==> src/sv/ftra_pkg.sv <==
// Shared types and constants for the fan tach rpm reader with divisor autoranging.
`default_nettype none
package ftra_pkg;

	localparam int unsigned RPM_W    = 21;
	localparam int unsigned DVSR_W   = 15;
	localparam int unsigned EXP_W    = 3;
	localparam int unsigned NUM_FANS = 3;

	localparam logic [RPM_W-1:0] RPM_CLOCK = 21'd1350000;

	localparam logic [1:0] FAN_A = 2'd0;
	localparam logic [1:0] FAN_B = 2'd1;
	localparam logic [1:0] FAN_C = 2'd2;
	localparam logic [1:0] FAN_NONE = 2'd3;

	localparam logic [3:0] CHIP_RESET = 4'd2;

	localparam logic [7:0] CNT_OVF = 8'hFF;

	// Everything in a result except the rpm value.
	typedef struct packed {
		logic       no_reading;
		logic       div_write_en;
		logic [7:0] div_write_byte;
		logic       pin_write_en;
		logic [7:0] pin_write_byte;
		logic       vctl_write_en;
		logic [7:0] vctl_write_byte;
	} res_t;

	// Overflow ranging: 0..2 step up, anything larger wraps to 0.
	function automatic logic [EXP_W-1:0] step_exp(input logic [EXP_W-1:0] e);
		logic [EXP_W-1:0] r;
		r = (e < 3'd3) ? e + 3'd1 : 3'd0;
		return r;
	endfunction

endpackage
`default_nettype wire

==> src/sv/fan_tach_rpm_autorange.sv <==
// Fan tach reader: rebuilds divisor exponents, autoranges on overflow, bit-serial rpm divide.
//
//  channel   | group                         | contents
//  ----------+-------------------------------+---------------------------------------------
//  input     | s_tvalid s_tready s_tdata/user | tach count, register bytes, fan number
//  output    | m_tvalid m_tready m_tdata/user | rpm, register write-backs, no-reading flag
//  config    | cfg_we cfg_wdata               | chip type, written on any edge with cfg_we
//
// A reading with a valid count is accepted, runs through the restoring divider (one quotient bit
// per cycle), and is then loaded into the output register.
// Overflow, zero count and absent fans skip the divider.
// The next request is taken once the previous result has moved to the output register,
// so a stalled output holds at most one finished result plus one in the divider.
// Reset sets chip type 2 and all three divisor exponents to 1.
`default_nettype none
module fan_tach_rpm_autorange (
	input  wire         clk,
	input  wire         arst_n,
	input  wire         cfg_we,
	input  wire  [3:0]  cfg_wdata,
	input  wire         s_tvalid,
	output logic        s_tready,
	input  wire  [31:0] s_tdata,   // tach_count, fan_div_byte, pin_ctrl_byte, volt_ctrl_byte
	input  wire  [1:0]  s_tuser,   // fan_select
	output logic        m_tvalid,
	input  wire         m_tready,
	output logic [47:0] m_tdata,   // rpm, div_write_en, div_write_byte, pin_write_en,
	                               // pin_write_byte, vctl_write_en, vctl_write_byte
	output logic        m_tuser    // no_reading
);
	import ftra_pkg::*;

	localparam int unsigned CNT_W = $clog2(RPM_W + 1);

	logic [3:0]        chip_q;
	logic [EXP_W-1:0]  exp_q [0:NUM_FANS-1];
	logic [EXP_W-1:0]  exp_n [0:NUM_FANS-1];

	logic              busy_q;
	logic [CNT_W-1:0]  div_cnt_q;
	logic [DVSR_W-1:0] dvsr_q;
	logic [DVSR_W-1:0] rem_q;
	logic [RPM_W-1:0]  quo_q;
	res_t              pend_q;

	logic              out_vld_q;
	logic [RPM_W-1:0]  out_rpm_q;
	res_t              out_res_q;

	logic [1:0]        fan;
	logic [7:0]        cnt, db, pb, vb;
	logic              has_vctl, has_pin, skip, in_fire, ld;
	logic [EXP_W-1:0]  e_sel;
	logic [DVSR_W-1:0] dvsr;
	res_t              res;
	logic              div_go;
	logic [DVSR_W:0]   trial, diff;
	logic              ge;

	assign fan      = s_tuser;
	assign cnt      = s_tdata[7:0];
	assign db       = s_tdata[15:8];
	assign pb       = s_tdata[23:16];
	assign has_vctl = (chip_q >= 4'd2) && (chip_q <= 4'd6);
	assign has_pin  = (chip_q < 4'd11);
	assign vb       = has_vctl ? s_tdata[31:24] : 8'd0;
	assign skip     = (fan == FAN_NONE) ||
	                  ((fan == FAN_C) && (chip_q == 4'd6 || chip_q == 4'd10 || chip_q == 4'd13));

	assign s_tready = !busy_q;
	assign in_fire  = s_tvalid && s_tready;

	always_comb begin
		exp_n  = exp_q;
		res    = '0;
		res.no_reading = 1'b1;
		div_go = 1'b0;
		e_sel  = '0;
		dvsr   = '0;
		if (!skip) begin
			if (fan != FAN_C) begin
				exp_n[0] = {vb[5], db[5:4]};
				exp_n[1] = {vb[6], db[7:6]};
			end else if (has_pin) begin
				exp_n[2] = {vb[7], pb[7:6]};
			end
			if (cnt == CNT_OVF) begin
				if (fan != FAN_C) begin
					if (fan == FAN_A) begin
						exp_n[0] = step_exp(exp_n[0]);
					end else begin
						exp_n[1] = step_exp(exp_n[1]);
					end
					res.div_write_en   = 1'b1;
					res.div_write_byte = {exp_n[1][1:0], exp_n[0][1:0], db[3:0]};
				end else if (has_pin) begin
					exp_n[2] = step_exp(exp_n[2]);
					res.pin_write_en   = 1'b1;
					res.pin_write_byte = {exp_n[2][1:0], pb[5:0]};
				end
				if (has_vctl) begin
					res.vctl_write_en   = 1'b1;
					res.vctl_write_byte = {exp_n[2][2], exp_n[1][2], exp_n[0][2], vb[4:0]};
				end
			end else if (cnt != 8'd0) begin
				res.no_reading = 1'b0;
				div_go = 1'b1;
				unique case (fan)
					FAN_A:   e_sel = exp_n[0];
					FAN_B:   e_sel = exp_n[1];
					default: e_sel = exp_n[2];
				endcase
				dvsr = {{(DVSR_W-8){1'b0}}, cnt} << e_sel;
			end
		end
	end

	// Restoring divide step: one quotient bit enters quo_q as a dividend bit leaves.
	assign trial = {rem_q, quo_q[RPM_W-1]};
	assign diff  = trial - {1'b0, dvsr_q};
	assign ge    = (trial >= {1'b0, dvsr_q});
	assign ld    = busy_q && (div_cnt_q == '0) && (!out_vld_q || m_tready);

	always_ff @(posedge clk or negedge arst_n) begin
		if (!arst_n) begin
			chip_q    <= CHIP_RESET;
			for (int i = 0; i < NUM_FANS; i++) exp_q[i] <= 3'd1;
			busy_q    <= 1'b0;
			div_cnt_q <= '0;
			out_vld_q <= 1'b0;
		end else begin
			if (cfg_we) begin
				chip_q <= cfg_wdata;
			end
			if (in_fire) begin
				exp_q     <= exp_n;
				busy_q    <= 1'b1;
				div_cnt_q <= div_go ? CNT_W'(RPM_W) : '0;
			end else if (busy_q && div_cnt_q != '0) begin
				div_cnt_q <= div_cnt_q - 1'b1;
			end else if (ld) begin
				busy_q <= 1'b0;
			end
			if (ld) begin
				out_vld_q <= 1'b1;
			end else if (m_tready) begin
				out_vld_q <= 1'b0;
			end
		end
	end

	always_ff @(posedge clk) begin
		if (in_fire) begin
			pend_q <= res;
			dvsr_q <= dvsr;
			rem_q  <= '0;
			quo_q  <= RPM_CLOCK;
		end else if (busy_q && div_cnt_q != '0) begin
			rem_q <= ge ? diff[DVSR_W-1:0] : trial[DVSR_W-1:0];
			quo_q <= {quo_q[RPM_W-2:0], ge};
		end
		if (ld) begin
			out_res_q <= pend_q;
			out_rpm_q <= pend_q.no_reading ? '0 : quo_q;
		end
	end

	assign m_tvalid = out_vld_q;
	assign m_tuser  = out_res_q.no_reading;
	assign m_tdata  = {out_res_q.vctl_write_byte, out_res_q.vctl_write_en,
	                   out_res_q.pin_write_byte, out_res_q.pin_write_en,
	                   out_res_q.div_write_byte, out_res_q.div_write_en, out_rpm_q};

	a_nr_zero_rpm: assert property (@(posedge clk) disable iff (!arst_n)
		m_tvalid && m_tuser |-> m_tdata[RPM_W-1:0] == '0)
		else $error("rpm nonzero on a no-reading result");

	a_read_no_wb: assert property (@(posedge clk) disable iff (!arst_n)
		m_tvalid && !m_tuser |-> !m_tdata[21] && !m_tdata[30] && !m_tdata[39])
		else $error("write-back on a valid reading");

	a_read_rpm_nz: assert property (@(posedge clk) disable iff (!arst_n)
		m_tvalid && !m_tuser |-> m_tdata[RPM_W-1:0] != '0)
		else $error("valid reading gave zero rpm");

	a_cnt_busy: assert property (@(posedge clk) disable iff (!arst_n)
		div_cnt_q != '0 |-> busy_q)
		else $error("divider running while idle");

	a_one_inflight: assert property (@(posedge clk) disable iff (!arst_n)
		in_fire |=> !s_tready)
		else $error("second request taken while first in divider");

endmodule
`default_nettype wire
==> config.mk <==
export PLATFORM = sky130hd
export DESIGN_NAME = fan_tach_rpm_autorange
export DESIGN_NICKNAME = d
export VERILOG_FILES = /design/src/sv/ftra_pkg.sv /design/src/sv/fan_tach_rpm_autorange.sv
export SDC_FILE = /design/constraint.sdc
export NUM_CORES = 1
export LEC_CHECK = 0
export BUFFER_PORTS_ARGS = -buffer_cell sky130_fd_sc_hd__clkbuf_2
export CORE_ASPECT_RATIO = 1.1
export CORE_UTILIZATION = 58
export CTS_BUF_LIST = sky130_fd_sc_hd__clkbuf_2 sky130_fd_sc_hd__clkbuf_4 sky130_fd_sc_hd__clkbuf_8
export DETAILED_ROUTE_END_ITERATION = 8
export PLACE_DENSITY = 0.86
export SLEW_MARGIN = 20
export SYNTH_ARGS = -nofsm -noshare
export SYNTH_HDL_FRONTEND = slang
export SYNTH_SLANG_ARGS = --single-unit
==> constraint.sdc <==
create_clock -name clk -period 7 [get_ports clk]
set_input_delay 1.4 -clock clk [delete_from_list [all_inputs] [get_ports clk]]
set_output_delay 1.4 -clock clk [all_outputs]
set_load 0.02 [all_outputs]
==> summary.md <==
| Metric | Value |
|---|---|
| Status | finished, final reports clean |
| Post-synth net total | 665 |
| Leakage | 3.217 nW |
| Core area | 0.01149 mm² |
| Starting Density | 59.39% |
| Clk Latency, worst-skew pair | 0.44 ns |
| Finished Layout Cells | 858 |
| Clk pin slew, worst setup/hold paths | 0.08 ns |
| DP HPWL | 9.104 mm |
| Max Cap Violations | 0 |
| CTS tree | yes |
| First-pass GRT wire length | 21.66 mm |
| Setup_tns | 0 ns |
| Layout cells sized above 1 | 23.45% |
| Simple-Gate Fraction of Synth Area | 16.76% |
| Worst reg2reg path depth | 9 |
| CTS root buffer | clkbuf_8 |
| Num CTS Buffers | 17 |
| Seq/Total Area, Yosys | 57.70% |
| M3 GR Usage | 5.062% |
| Die Y | 115.8 µm |
| Met1 GRT Util | 26.95% |
| Total die area | 0.01220 mm² |
| Routed vias/inst | 5.622 |
| Overall Power | 3.132 mW |
| # setup viols final | 0 |
| Antenna violations before repair | 0 |
| Hold-fix buffers, CTS | 0 |
| # DRC | 0 |
| Total wire length | 12.98 mm |
| Clock Path Buffers | 2 |
| Cts repair resizes | 0 |
| Post-Syn Area | 0.006824 mm² |
| Hold slack | 0.4212 ns |
| Tmin final | 3.179 ns |
| Worst reg-to-reg setup slack | 4.03 ns |
| Top_reg_cell synth | edfxtp_1 |
| Htree depth | 4 |
| IO Pins | 94 |
| Synth Area in Adders | 3.594% |
| Worst setup SP type | primary input |
| XOR/XNOR Fraction of Synth Area | 1.925% |
| GRT Max-Usage Layer | met2 |
| Most frequent cells after synthesis | edfxtp_1, nand2_1, dfxtp_1, nand3_1, o21ai_0 |
| Fmax | 0.3146 GHz |
| Total GRT Usage | 22.79% |
| Met2 Use GR | 40.57% |
| Multiplexer area fraction after synthesis | 5.812% |
| RD Place Congestion | 0.8982 |
| Cell with the most instances after synthesis | edfxtp_1 |
| Post-route cell area | 0.007779 mm² |
| Top-area cell type share of the netlist area | 40.48% |
| RSZ-0062 raised after global routing | false |
| Crit end category | flip-flop |
| Pwr per Cell Area | 402.7 mW/mm² |
| Combinational power share | 38.3% |
| Rel. slew slack | 50.98% |
| Pint | 1.990 mW |
| Combinational family with the most area after synthesis | simple AND/OR/NAND/NOR gates |
| Layout Skew | 0.01324 ns |
| 1st-iter DRT viols | 238 |
| CP max FO | 19 |
| Slew @ Worst Pin | 0.7353 ns |
| Synth area leaders | edfxtp_1, dfxtp_1, dfrtp_1, nand2_1, mux2i_1 |
| Port Buf Inserts | 93 |
| Antenna Cells | 0 |
| Critical path class | in2reg |
| Clock Sinks | 146 |
| EDFF count, synth | 92 |
| Final worst path period share | 45.41% |
| DP Area | 0.007410 mm² |
| Drt pass-1 iters | 6 |
| Critical Path AT | 3.37 ns |
| Async S/R FF share, synth | 12.33% |
| Pin count of the biggest net entering global routing | 56 |
| Hold Crit Depth | 0 |
| Req. time, crit path | 7.19 ns |
| Clock network fraction of design power | 19.3% |
| Synth warn | 0 |
| Final Net Count | 757 |
| Switching fraction of total power | 36.46% |
| Total congestion overflow | 0 |
| Slew Limit Fails | 0 |
| Worst Hold Class | reg2reg |
| Post-CTS Setup Bufs | 0 |
| Psw | 1.142 mW |
| Seq cells post-synth | 146 |
| Complex-gate fraction of the synthesized area | 10.96% |
| Syn Area/Cell | 11.32 µm² |
| DR WL/cell | 15.13 µm |
| Placed instance count | 826 |
| Via count | 4,824 |
| Hold Vio Cnt, Final | 0 |
| Flop pwr share | 42.3% |
| Vias in the first global route | 4,696 |
| Area leader, netlist | edfxtp_1 |
| Distinct cells, synth | 66 |
| FP Rows | 41 |
| Routed Antenna Nets | 0 |
| Peak VDD IR | 195.8 µV |
| Die width | 105.4 µm |
| Mapped Cells | 603 |
| Syn-to-layout area delta | 13.99% |
final cells by class:
type                    count  area, µm²
inverters                  28      105.1
clock buffers              22      277.8
flip-flops and latches    146       3938
clock inverters            10      87.58
repair buffers             98      503.0
fillers                   843       3712
well taps                 150      187.7
multi-input cells         404       2680
power groups by stage:
| stage | Combinational, mW | Clock [mW] | Sequential [mW] |
|---|---|---|---|
| floorplan | 0.909 | 0 | 1.36 |
| global placement | 1.13 | 0 | 1.33 |
| detailed placement | 1.19 | 0 | 1.34 |
| CTS | 1.20 | 0.614 | 1.32 |
| global route | 1.35 | 0.650 | 1.35 |
| finish | 1.20 | 0.606 | 1.33 |
metal layers:
layer / share of wire [%] / wire length (µm) / vias up
met5: 0 / 0 / -
met4: 2.0 / 255 / 0
met2: 51 / 6660 / 113
li1: - / - / 2368
met1: 43 / 5609 / 2318
met3: 3.5 / 452 / 25
through the flow:
step / worst slack [ns] / utilization (%)
2_1_floorplan: 2.650 / -
3_3_place_gp: 3.269 / 64.48
3_5_place_dp: 3.175 / 64.48
4_1_cts: 3.655 / 67.66
5_1_grt: 3.685 / 67.69
6_report: 3.821 / 67.69
cell families after synthesis:
| kind of cell | after synthesis |
|---|---|
| buffers and inverters | 53 |
| and+or+nand+nor | 224 |
| DFF | 146 |
| xor gates and xnor gates | 15 |
| AOI/OAI and AO/OA | 108 |
| muxes | 38 |
| adders and majority gates | 19 |
placed cells by master (no fill, tap or decap), types with 4 or more instances in the layout:
| cell type | instances |
|---|---|
| a211oi_1 | 5 |
| a21o_1 | 7 |
| a21oi_1 | 15 |
| a22o_1 | 4 |
| a31oi_1 | 6 |
| and2_1 | 19 |
| and3_1 | 5 |
| buf_4 | 5 |
| clkbuf_2 | 93 |
| clkbuf_4 | 4 |
| clkbuf_8 | 18 |
| clkinv_2 | 4 |
| dfrtp_1 | 15 |
| dfxtp_1 | 36 |
| edfxtp_1 | 92 |
| ha_1 | 18 |
| inv_1 | 26 |
| mux2_2 | 13 |
| mux2i_1 | 25 |
| nand2_1 | 72 |
| nand2b_1 | 5 |
| nand3_1 | 32 |
| nand4_1 | 4 |
| nor2_1 | 27 |
| nor2b_1 | 25 |
| nor3_1 | 9 |
| nor4_1 | 7 |
| o21a_1 | 4 |
| o21ai_0 | 31 |
| o221ai_1 | 4 |
| or3_1 | 4 |
| xnor2_1 | 12 |
flip-flops by register name, indices dropped and copies added, names as in the netlist:
signal     flops
out_rpm_q     21
busy_q         1
m_tuser        1
m_tvalid       1
rem_q         15
pend_q        28
chip_q         4
exp_q          7
dvsr_q        15
m_tdata       27
quo_q         21
div_cnt_q      5
path summary, 6_finish.rpt:
check | from | endpoint
worst max-delay path | s_tuser[0] | dvsr_q[6]$_SDFFCE_PP0P_
worst min-delay path | pend_q[12]$_SDFFCE_PP0P_ | m_tdata[34]$_DFFE_PP_
worst max register to register | dvsr_q[0]$_SDFFCE_PP0P_ | rem_q[0]$_SDFFE_PP0P_
worst min register to register | pend_q[12]$_SDFFCE_PP0P_ | m_tdata[34]$_DFFE_PP_
max in group asynchronous | arst_n | exp_q[0]$_DFFE_PN1P_
min in group asynchronous | arst_n | chip_q[3]$_DFFE_PN0P_
critical path: stages:
cell	delay [ns]
clkbuf_2	0.24
o21ba_2	0.34
mux2i_1	0.09
a21oi_2	0.56
mux2i_1	0.37
o21ai_1	0.13
a22o_1	0.22
(Power assumes the default switching activity.)
